## config.mk

```make
export PLATFORM = sky130hd
export DESIGN_NAME = dle_character_stuffing_framer_unit
export DESIGN_NICKNAME = d
export VERILOG_FILES = /design/src/dcsf_pkg.sv /design/src/dcsf_front.sv /design/src/dcsf_fifo.sv /design/src/dcsf_back.sv /design/src/dle_character_stuffing_framer_unit.sv
export SDC_FILE = /design/constraint.sdc
export NUM_CORES = 1
export LEC_CHECK = 0
export BUFFER_PORTS_ARGS = -buffer_cell sky130_fd_sc_hd__buf_4
export CORE_MARGIN = 5
export CORE_UTILIZATION = 45
export DETAILED_ROUTE_END_ITERATION = 8
export PLACE_DENSITY = 0.63
export RECOVER_POWER = 100
export SLEW_MARGIN = 20
export SYNTH_ARGS = -nofsm -noshare
export SYNTH_HDL_FRONTEND = slang
export SYNTH_SLANG_ARGS = --single-unit
```

## constraint.sdc

```tcl
create_clock -name clock -period 4.7 [get_ports clock]
set_input_delay 0.94 -clock clock [delete_from_list [all_inputs] [get_ports clock]]
set_output_delay 0.94 -clock clock [all_outputs]
set_load 0.02 [all_outputs]
```

## src/dcsf_pkg.sv

```systemverilog
// dcsf_pkg: shared types, sequence positions and the output byte lookup
// for the dle stuffing framer; no dependencies
`timescale 1ns / 1ps

package dcsf_pkg;

   localparam logic [7:0] CH_D = 8'h44;
   localparam logic [7:0] CH_L = 8'h4C;
   localparam logic [7:0] CH_E = 8'h45;
   localparam logic [7:0] CH_S = 8'h53;
   localparam logic [7:0] CH_T = 8'h54;
   localparam logic [7:0] CH_X = 8'h58;

   // match progress codes
   typedef enum logic [1:0] {
      MATCH_NONE = 2'd0,
      MATCH_D    = 2'd1,
      MATCH_DL   = 2'd2
   } dcsf_match_type;

   // positions along the full output sequence of one item
   typedef logic [3:0] dcsf_pos_type;
   localparam dcsf_pos_type POS_START_FIRST = 4'd0;
   localparam dcsf_pos_type POS_START_LAST  = 4'd5;
   localparam dcsf_pos_type POS_PAYLOAD     = 4'd6;
   localparam dcsf_pos_type POS_STUFF_LAST  = 4'd9;
   localparam dcsf_pos_type POS_END_FIRST   = 4'd10;
   localparam dcsf_pos_type POS_END_LAST    = 4'd15;

   // classified item handed from front to back
   typedef struct packed {
      logic [7:0] data_byte;
      logic       start;
      logic       stuff;
      logic       fin;
   } dcsf_desc_type;

   typedef struct packed {
      logic empty;
      logic full;
   } dcsf_fifo_stat_type;

   typedef struct packed {
      logic         busy;
      dcsf_pos_type pos;
   } dcsf_back_stat_type;

   // byte emitted at a given sequence position
   function automatic logic [7:0] seq_byte(input dcsf_pos_type pos, input logic [7:0] data);
      logic [7:0] b;
      unique case (pos)
         4'd0, 4'd7, 4'd10: b = CH_D;
         4'd1, 4'd8, 4'd11: b = CH_L;
         4'd2, 4'd9, 4'd12, 4'd13: b = CH_E;
         4'd3:              b = CH_S;
         4'd4, 4'd14:       b = CH_T;
         4'd5, 4'd15:       b = CH_X;
         4'd6:              b = data;
         default:           b = data;
      endcase
      return b;
   endfunction

endpackage

```

## src/dcsf_front.sv

```systemverilog
// dcsf_front: accepts payload items, tracks frame and match state and
// classifies each item into a descriptor; depends on dcsf_pkg
`timescale 1ns / 1ps

module dcsf_front
   import dcsf_pkg::*;
(
   input  logic          clock,
   input  logic          reset,
   input  logic          req_tvalid,
   output logic          req_tready,
   input  logic [7:0]    req_tdata,
   input  logic          req_tlast,
   input  logic          push_ready,
   output logic          push_valid,
   output dcsf_desc_type push_desc,
   output logic          in_frame
);

   logic           in_frame_ff, in_frame_in;
   dcsf_match_type match_ff, match_in;
   logic           accept;
   logic           matched;

   assign req_tready = push_ready;
   assign accept     = req_tvalid && push_ready;
   assign push_valid = accept;
   assign in_frame   = in_frame_ff;

   // match tracking; a fresh frame starts from no progress
   always_comb begin
      dcsf_match_type prog;
      prog     = in_frame_ff ? match_ff : MATCH_NONE;
      matched  = 1'b0;
      match_in = MATCH_NONE;
      priority if (req_tdata == CH_D) begin
         match_in = MATCH_D;
      end else if (req_tdata == CH_L && prog == MATCH_D) begin
         match_in = MATCH_DL;
      end else if (req_tdata == CH_E && prog == MATCH_DL) begin
         matched  = 1'b1;
         match_in = MATCH_NONE;
      end else begin
         match_in = MATCH_NONE;
      end
      if (req_tlast) begin
         match_in = MATCH_NONE;
      end
      in_frame_in = !req_tlast;
   end

   // descriptor for the back end
   always_comb begin
      push_desc.data_byte = req_tdata;
      push_desc.start     = !in_frame_ff;
      push_desc.stuff     = matched;
      push_desc.fin       = req_tlast;
   end

   // frame state
   always_ff @(posedge clock) begin
      if (reset) begin
         in_frame_ff <= 1'b0;
         match_ff    <= MATCH_NONE;
      end else if (accept) begin
         in_frame_ff <= in_frame_in;
         match_ff    <= match_in;
      end
   end

endmodule

```

## src/dcsf_fifo.sv

```systemverilog
// dcsf_fifo: short descriptor queue between front and back
// depends on dcsf_pkg
`timescale 1ns / 1ps

module dcsf_fifo
   import dcsf_pkg::*;
#(
   parameter int DEPTH = 4
) (
   input  logic               clock,
   input  logic               reset,
   input  logic               push,
   input  dcsf_desc_type      push_desc,
   input  logic               pop,
   output dcsf_desc_type      head_desc,
   output dcsf_fifo_stat_type stat
);

   localparam int PW = (DEPTH > 1) ? $clog2(DEPTH) : 1;
   localparam int CW = $clog2(DEPTH + 1);
   localparam logic [PW-1:0] LAST_IDX = PW'(DEPTH - 1);
   localparam logic [CW-1:0] FULL_CNT = CW'(DEPTH);

   dcsf_desc_type   entry_ff [DEPTH];
   logic [PW-1:0]   wr_ptr_ff, wr_ptr_in;
   logic [PW-1:0]   rd_ptr_ff, rd_ptr_in;
   logic [CW-1:0]   count_ff, count_in;

   assign head_desc = entry_ff[rd_ptr_ff];
   assign stat      = '{empty: (count_ff == '0), full: (count_ff == FULL_CNT)};

   // pointer and count update
   always_comb begin
      wr_ptr_in = wr_ptr_ff;
      rd_ptr_in = rd_ptr_ff;
      count_in  = count_ff;
      if (push) begin
         wr_ptr_in = (wr_ptr_ff == LAST_IDX) ? '0 : wr_ptr_ff + 1'b1;
      end
      if (pop) begin
         rd_ptr_in = (rd_ptr_ff == LAST_IDX) ? '0 : rd_ptr_ff + 1'b1;
      end
      if (push && !pop) begin
         count_in = count_ff + 1'b1;
      end else if (pop && !push) begin
         count_in = count_ff - 1'b1;
      end
   end

   always_ff @(posedge clock) begin
      if (reset) begin
         wr_ptr_ff <= '0;
         rd_ptr_ff <= '0;
         count_ff  <= '0;
      end else begin
         wr_ptr_ff <= wr_ptr_in;
         rd_ptr_ff <= rd_ptr_in;
         count_ff  <= count_in;
      end
   end

   // entry storage
   always_ff @(posedge clock) begin
      if (push) begin
         entry_ff[wr_ptr_ff] <= push_desc;
      end
   end

endmodule

```

## src/dcsf_back.sv

```systemverilog
// dcsf_back: walks each descriptor through flag, payload and stuffing
// bytes into the output register; depends on dcsf_pkg
`timescale 1ns / 1ps

module dcsf_back
   import dcsf_pkg::*;
(
   input  logic               clock,
   input  logic               reset,
   input  logic               head_valid,
   input  dcsf_desc_type      head_desc,
   output logic               pop,
   output logic               rsp_tvalid,
   input  logic               rsp_tready,
   output logic [7:0]         rsp_tdata,
   output logic               rsp_tlast,
   output dcsf_back_stat_type stat
);

   logic         busy_ff, busy_in;
   dcsf_pos_type pos_ff, pos_in;
   logic         valid_ff, valid_in;
   logic [7:0]   byte_ff;
   logic         last_ff;
   dcsf_pos_type cur_pos;
   logic         emit;
   logic         is_last;

   assign rsp_tvalid = valid_ff;
   assign rsp_tdata  = byte_ff;
   assign rsp_tlast  = last_ff;
   assign stat       = '{busy: busy_ff, pos: pos_ff};

   assign cur_pos = busy_ff ? pos_ff : (head_desc.start ? POS_START_FIRST : POS_PAYLOAD);
   assign emit    = head_valid && (!valid_ff || rsp_tready);
   assign pop     = emit && is_last;

   // next position and end of item
   always_comb begin
      is_last = 1'b0;
      pos_in  = cur_pos + 1'b1;
      priority if (cur_pos == POS_PAYLOAD) begin
         if (head_desc.stuff) begin
            pos_in = cur_pos + 1'b1;
         end else if (head_desc.fin) begin
            pos_in = POS_END_FIRST;
         end else begin
            is_last = 1'b1;
         end
      end else if (cur_pos == POS_STUFF_LAST) begin
         if (!head_desc.fin) begin
            is_last = 1'b1;
         end
      end else if (cur_pos == POS_END_LAST) begin
         is_last = 1'b1;
      end else begin
         pos_in = cur_pos + 1'b1;
      end
   end

   always_comb begin
      busy_in  = busy_ff;
      valid_in = valid_ff;
      if (emit) begin
         busy_in  = !is_last;
         valid_in = 1'b1;
      end else if (rsp_tready) begin
         valid_in = 1'b0;
      end
   end

   // control state
   always_ff @(posedge clock) begin
      if (reset) begin
         busy_ff  <= 1'b0;
         valid_ff <= 1'b0;
         pos_ff   <= POS_START_FIRST;
      end else begin
         busy_ff  <= busy_in;
         valid_ff <= valid_in;
         if (emit) begin
            pos_ff <= pos_in;
         end
      end
   end

   // output register
   always_ff @(posedge clock) begin
      if (emit) begin
         byte_ff <= seq_byte(cur_pos, head_desc.data_byte);
         last_ff <= is_last;
      end
   end

endmodule

```

## src/dle_character_stuffing_framer_unit.sv

```systemverilog
// dle stuffing framer: one payload byte in, 1 to 16 framed bytes out
// an item is held in the queue, then registered in the back end output
// throughput: one output byte per cycle, set by the back end sequencer,
//   while the queue holds an item and the receiver is ready
// reset: synchronous, active high; clears frame state, queue and output
// depends on dcsf_pkg, dcsf_front, dcsf_fifo, dcsf_back
`timescale 1ns / 1ps

module dle_character_stuffing_framer_unit
   import dcsf_pkg::*;
#(
   parameter int FIFO_DEPTH = 4
) (
   input  logic       clock,
   input  logic       reset,
   input  logic       req_tvalid,
   output logic       req_tready,
   input  logic [7:0] req_tdata,   // [7:0] data_byte
   input  logic       req_tlast,   // frame_end
   output logic       rsp_tvalid,
   input  logic       rsp_tready,
   output logic [7:0] rsp_tdata,   // [7:0] out_byte
   output logic       rsp_tlast    // out_last
);

   logic               push_valid;
   dcsf_desc_type      push_desc;
   logic               in_frame;
   logic               pop;
   dcsf_desc_type      head_desc;
   dcsf_fifo_stat_type fifo_stat;
   dcsf_back_stat_type back_stat;

   // front end: classify
   dcsf_front u_front (
      .clock      (clock),
      .reset      (reset),
      .req_tvalid (req_tvalid),
      .req_tready (req_tready),
      .req_tdata  (req_tdata),
      .req_tlast  (req_tlast),
      .push_ready (!fifo_stat.full),
      .push_valid (push_valid),
      .push_desc  (push_desc),
      .in_frame   (in_frame)
   );

   // descriptor queue
   dcsf_fifo #(
      .DEPTH (FIFO_DEPTH)
   ) u_fifo (
      .clock     (clock),
      .reset     (reset),
      .push      (push_valid),
      .push_desc (push_desc),
      .pop       (pop),
      .head_desc (head_desc),
      .stat      (fifo_stat)
   );

   // back end: emit bytes
   dcsf_back u_back (
      .clock      (clock),
      .reset      (reset),
      .head_valid (!fifo_stat.empty),
      .head_desc  (head_desc),
      .pop        (pop),
      .rsp_tvalid (rsp_tvalid),
      .rsp_tready (rsp_tready),
      .rsp_tdata  (rsp_tdata),
      .rsp_tlast  (rsp_tlast),
      .stat       (back_stat)
   );

   // a partly sent item stays at the queue head
   assert property (@(posedge clock) disable iff (reset)
      back_stat.busy |-> !fifo_stat.empty)
      else $error("back end busy with an empty queue");

   // end flag positions are only reached by a frame end item
   assert property (@(posedge clock) disable iff (reset)
      (back_stat.busy && back_stat.pos >= POS_END_FIRST) |-> head_desc.fin)
      else $error("end flag sent for an item that does not close the frame");

   // a frame end item leaves the front out of frame
   assert property (@(posedge clock) disable iff (reset)
      (push_valid && push_desc.fin) |=> !in_frame)
      else $error("frame state not closed after frame end");

   // the back end pops only a queued item
   assert property (@(posedge clock) disable iff (reset)
      pop |-> !fifo_stat.empty)
      else $error("pop from empty queue");

endmodule

```

### Yosys cells after proc, flatten, opt, wreduce, memory -nomap -nowiden

Memories as Yosys holds them, arrays and structs flattened. A register that Yosys moved wholly into a read port is not among the register bits.
Index checks and enable logic that the tools add are counted.

| storage, ports and cells | value |
|---|---|
| output and inout port bits | 11 |
| word-level logic and storage cells | 92 |
| flip-flop bits (word level) | 25 |
| bits in writable memories | 44 |
| memories | 1 |

Memory list:

| memory | depth | bits a word | read ports | clocked after memory_dff | wr ports | RTL line | source |
|---|---|---|---|---|---|---|---|
| u_fifo.entry_ff | 4 | 11 | 1 | 1 | 1 | dcsf_fifo.sv:24 | `dcsf_desc_type entry_ff [DEPTH];` |

| cells by class | value |
|---|---|
| add/sub/neg operators | 5 |
| mux-type cells | 28 |
| equal/unequal tests | 23 |
| reduce and logical (&&, ||, !) cells | 25 |

Operator list:

| kind | number |
|---|---|
| 8-bit one-hot mux with 7 select lines | 1 |
| 4-bit equality test, second input constant | 8 |
| 8-bit by 7-bit equality test with 1-bit output, second input constant | 3 |
| 4-bit by 3-bit equality test with 1-bit output, second input constant | 4 |
| 2-bit 2-to-1 mux | 8 |
| 4-bit 2-to-1 mux | 4 |
| 1-bit 2-to-1 mux | 12 |
| 3-bit 2-to-1 mux | 3 |
| 4-bit by 2-bit equality test with 1-bit output, second input constant | 2 |
| 1-bit zero test | 8 |
| 1-bit logical AND | 7 |
| 2-bit equality test, second input constant | 3 |
| 3-bit OR reduction | 2 |
| 2-bit by 1-bit adder with 2-bit output, second input constant | 2 |
| 4-bit by 1-bit adder with 4-bit output, second input constant | 1 |
| 4-bit by 1-bit equality test with 1-bit output, second input constant | 1 |
| 4-bit zero test | 1 |
| 2-bit nonzero test | 2 |
| 2-bit OR reduction | 2 |
| 4-bit OR reduction | 1 |
| 3-bit by 1-bit adder with 3-bit output, second input constant | 1 |
| 3-bit equality test, second input constant | 1 |
| 3-bit zero test | 1 |
| 3-bit by 1-bit subtractor with 3-bit output, second input constant | 1 |
| other kinds (2) | 2 |

### Longest topological paths before layout

| logic depth | value |
|---|---|
| word-level depth | 10 |
| gate-level depth with buffers | 16 |

### By module

Synthesis repeated with hierarchy kept, for this count alone.

| unflattened totals | value |
|---|---|
| cells, all modules | 231 |
| area total of the unflattened synthesis | 3253.1 um^2 |

By module, submodules not included:

| module | cells each | area an instance (um^2) | sequential area each (um^2) | instances |
|---|---|---|---|---|
| dcsf_fifo | 101 | 2029.4 | 1501.4 | 1 |
| dcsf_back | 98 | 944.7 | 390.4 | 1 |
| dcsf_front | 30 | 271.5 | 60.1 | 1 |
| dle_character_stuffing_framer_unit | 2 | 7.5 | 0.0 | 1 |

### Worst setup path before layout

Ideal clock, no wire load.

| timing | value |
|---|---|
| path kind | reg-to-reg |
| start | register (tool-made name) |
| end | register u_fifo.count_ff[2] |
| arrival time | 3.153 ns |
| buffers on the path | 0 |
| stages on the path, launching flop included | 16 |
| period minus slack after synthesis | 3.224 ns |
| slack | 1.476 ns |
| required time | 4.630 ns |
| cell sequence | dfxtp_1 mux2_2 a22oi_1 o21a_1 ha_1 nand3b_1 o21ai_1 o21ai_0 a21oi_1 inv_1 ha_1 inv_1 fa_1 xor2_1 or3_1 a21oi_1 |

RTL lines:

| item | RTL line | source |
|---|---|---|
| end signal, assigned | dcsf_fifo.sv:58 | `count_ff <= count_in;` |
| end, declared | dcsf_fifo.sv:27 | `logic [CW-1:0] count_ff, count_in;` |

### Worst setup path after layout

| timing | value |
|---|---|
| start | register u_back.busy_ff |
| end | register u_fifo.count_ff[2] |

| between the ends | value |
|---|---|
| longest elaborated chain between the ends | 9 |
| elaborated cells between the ends (all ways) | 13 |
| classes of those cells | 3 x eq/ne; 5 x mux; 5 x reduce/logical |

RTL lines:

| item | RTL line | source |
|---|---|---|
| start, declared | dcsf_back.sv:20 | `logic busy_ff, busy_in;` |
| start signal, assigned | dcsf_back.sv:79 | `busy_ff <= busy_in;` |
| 4-bit 2-to-1 mux (*) | dcsf_back.sv:34 | `assign cur_pos = busy_ff ? pos_ff : (head_desc.start ? POS_START_FIRST : POS_PAYLOAD);` |
| 4-bit equality test | dcsf_back.sv:54 | `end else if (cur_pos == POS_END_LAST) begin` |
| 1-bit 2-to-1 mux | dcsf_back.sv:54 |  |
| 1-bit 2-to-1 mux | dcsf_back.sv:50 | `end else if (cur_pos == POS_STUFF_LAST) begin` |
| 1-bit 2-to-1 mux (*) | dcsf_back.sv:42 | `priority if (cur_pos == POS_PAYLOAD) begin` |
| 1-bit logical AND (*) | dcsf_back.sv:36 | `assign pop = emit && is_last;` |
| 1-bit zero test | dcsf_fifo.sv:43 | `if (push && !pop) begin` |
| 1-bit logical AND | dcsf_fifo.sv:43 |  |
| 3-bit 2-to-1 mux or 2-bit nonzero test (tied branches) | n/a |  |

Mark *: on every way between the ends. The rest lies on a longest branch, timed or not.
A chain may end at the register's enable or synchronous reset.

==> flow_summary_export.csv <==
group,metric,value,unit
status,status,"completed",
synth,synth-simple-area-share,0.122,
die,io_pins,24,
global_route,antenna_found_initial,0,
finish,layout_commonest_cell,"edfxtp_1",
placement,dp.cells,350,
synth,synthMuxAreaShare,0.105,
sta,post-route-period-util,0.813,
power_and_ir_drop,pwr-share-seq,0.481,
clock_network,h-tree-depth,3,
global_route,grt-ovfl-total,0,
flow_run,maxCapViolCount,0,
clock_network,cts.sinks,71,
worst_setup_path,cp-start-kind,"flop",
worst_setup_path,critPathMaxFanout,15,
placement,hpwlAfterDp,3950,um
global_route,grt_pass1_vias,1927,
detailed_routing,ant_nets,0,
finish,final_util,0.518,
die,die_h,94.0,um
detailed_routing,routedWlPerCell,15.5,um
die,fp.dieW,94.0,um
finish,final_cell_mix,"53 x edfxtp_1, 21 x clkbuf_1, 20 x nand2_1",
synth,synth_xor_area_frac,0.0110,
sta,drv_slew,0,
sta,max_freq,262,MHz
placement,port-buffer-count,23,
power_and_ir_drop,swShare,0.349,
synth,synth_top_family_by_area,"simple AND/OR/NAND/NOR gates",
power_and_ir_drop,p_leak,1.20,nW
worst_hold_path,hold_path_end,"u_front.match_ff[1]",
die,core,0.00683,mm2
sta,relSlewSlack,0.430,
worst_setup_path,timing.rr.end,"u_fifo.count_ff[2]",
sta,period_needed,3820,ps
finish,fill_cells,609,
worst_setup_path,reg2regPathDepth,15,
sta,skew,8.87,ps
worst_setup_path,rrSetupSlack,880,ps
finish,areaGrowthSynthToFinish,11.5,%
worst_setup_path,startpoint,"u_back.busy_ff",
power_and_ir_drop,p_int,1.21,mW
sta,worst_pin_slew,855,ps
die,design.die.area,0.00883,mm2
synth,synthAdderAreaFrac,0.0458,
synth,avgSynthCellArea,13.4,um2
synth,synth_compound_area_frac,0.0738,
synth,synth_flop_cell,"edfxtp_1",
clock_network,cts_resized,0,
global_route,grt_max_degree,19,
synth,synthArstFlopShare,0,
clock_network,numCtsBuffers,9,
synth,synth_edf_count,53,
worst_setup_path,crit_type,"flop to flop",
global_route,track_usage,0.142,
synth,synthCells,236,
worst_hold_path,holdCritStartpoint,"u_front.match_ff[1]",
detailed_routing,drt-initial-drc-count,134,
clock_network,clock_path_buffers,2,
worst_setup_path,end_kind,"flop",
clock_network,cts_root_buf,"clkbuf_8",
sta,rsz0062_at_grt,"false",
power_and_ir_drop,p_switching,0.649,mW
synth,yosys_warnings,0,
die,start_util,0.464,
synth,synth-seq-cells,71,
clock_network,clkLatencyLatePin,340,ps
synth,ys_types,44,
detailed_routing,first_pass_iters,4,
sta,tns,0,ps
detailed_routing,dr_total_vias,1954,
detailed_routing,viasPerCell,5.34,
worst_hold_path,min_path_type,"flop to flop",
power_and_ir_drop,max-vdd-ir-drop,0.235,mV
worst_hold_path,hold_depth,2,
placement,place_area,0.00345,mm2
sta,setup_violations,0,
detailed_routing,route.detailed.drc,0,
finish,diodes,0,
finish,finalInstanceArea,0.00354,mm2
worst_setup_path,critPathArrivalTime,4090,ps
sta,fin_hold_ws,467,ps
power_and_ir_drop,p_per_area,526,mW/mm2
finish,drive_above_1_share,0.126,
finish,layout.cells.non_filler,366,
clock_network,cts_tree,"built",
power_and_ir_drop,p_comb_frac,0.298,
sta,finalHoldViolCount,0,
power_and_ir_drop,power_frac_clock,0.221,
die,num_rows,30,
worst_setup_path,r2r_start,"u_back.busy_ff",
clock_network,cts_hold_buf,0,
synth,synth_nets,260,
clock_network,path_clk_slew,70,ps
placement,gp_congestion,0.814,
synth,synth-seq-area-share,0.615,
detailed_routing,wirelength,5660,um
worst_setup_path,required,4970,ps
finish,fin_nets,289,
clock_network,postCtsSetupRepairBufs,0,
global_route,grt_pass1_wl,9490,um
synth,netlist_area,0.00317,mm2
-- per-layer routing --
| metal | track usage | part of all wire | up-vias |
|---|---|---|---|
| met1 | 0.178 | 0.45 | 949 |
| li1 | - | - | 944 |
| met4 | 0.0505 | 0.013 | 0 |
| met3 | 0.0537 | 0.055 | 7 |
| met5 | 0 | 0 | - |
| met2 | 0.225 | 0.48 | 54 |
-- synthesized netlist by cell type (all sizes together) (2+ instances only) --
cell / number / area [um2]
nor2: 12 / 45.0
nand2: 20 / 75.1
nor2b: 5 / 31.3
inv: 12 / 45.0
or3: 3 / 18.8
a21oi: 13 / 65.1
nand4: 4 / 25.0
a21o: 2 / 15.0
o21ai: 11 / 55.1
nand2b: 3 / 18.8
buf: 4 / 20.0
mux2: 4 / 48.8
dfxtp: 18 / 360
mux4: 10 / 225
and2: 5 / 31.3
xor2: 2 / 17.5
clkinv: 2 / 7.51
clkbuf: 3 / 11.3
edfxtp: 53 / 1590
a222oi: 2 / 20.0
o21a: 2 / 15.0
and4b: 2 / 20.0
nand3: 8 / 40.0
nor3: 2 / 10.0
mux2i: 6 / 60.1
nand3b: 2 / 15.0
ha: 10 / 125
xnor2: 2 / 17.5
-- power by group through the flow --
stage	Clock, mW	Sequential (mW)	Combinational [mW]
2_1_floorplan	0	0.926	0.399
3_3_place_gp	0	0.907	0.589
3_5_place_dp	0	0.909	0.594
4_1_cts	0.423	0.896	0.597
5_1_grt	0.452	0.912	0.619
6_report	0.411	0.896	0.555
-- registers in the layout, summed over array words and instances (netlist names), 2 cells and up, named ones only --
name and count:
u_back.pos_ff 4, u_back.rsp_tdata 8, u_fifo.count_ff 3, u_fifo.entry_ff 44
u_fifo.rd_ptr_ff 2, u_fifo.wr_ptr_ff 2, u_front.match_ff 2
-- worst max-delay path by stage --
| stage | cells after the start | end |
|---|---|---|
| global route | 15 | u_fifo.count_ff[2] |
| finish | 15 | u_fifo.count_ff[2] |
| CTS | 15 | u_fifo.count_ff[2] |
| floorplan | 15 | u_fifo.count_ff[2] |
| detailed placement | 15 | u_fifo.count_ff[2] |
| global placement | 15 | u_fifo.count_ff[2] |
-- worst max-delay path, stage by stage (launching register included) --
cell,delay [ps]
dfxtp_1,630
nor2b_1,140
a22oi_1,210
o21a_1,200
ha_1,290
nand3b_1,100
o21ai_0,500
o21ai_0,290
a21oi_1,350
inv_1,80
ha_1,210
inv_1,70
fa_1,170
xor2_1,80
or3_1,300
a21oi_1,140
-- metrics by stage --
step / power [mW] / setup slack (ps)
after floorplan: 1.33 / 1480
after global placement: 1.50 / 1210
after detailed placement: 1.50 / 1150
after CTS: 1.92 / 1100
after global routing: 1.98 / 472
final: 1.86 / 880
-- kinds of logic after synthesis --
group,Yosys count
compound gates,38
mux,20
xor+xnor,4
fa+ha+maj,11
buf+inv,21
flops,71
simple gates,71
-- final cells by class --
class / count / area [um2] / share of cell area
inverter: 14 / 52.6 / 0.0149
sequential: 71 / 1950 / 0.552
timing repair buffer: 25 / 113 / 0.0318
clock inverter: 6 / 36.3 / 0.0103
tap: 96 / 120 / 0.0340
clock buffer: 10 / 128 / 0.0361
multi-input combinational: 144 / 1140 / 0.321
No activity file was read; power rests on OpenSTA's default activity.
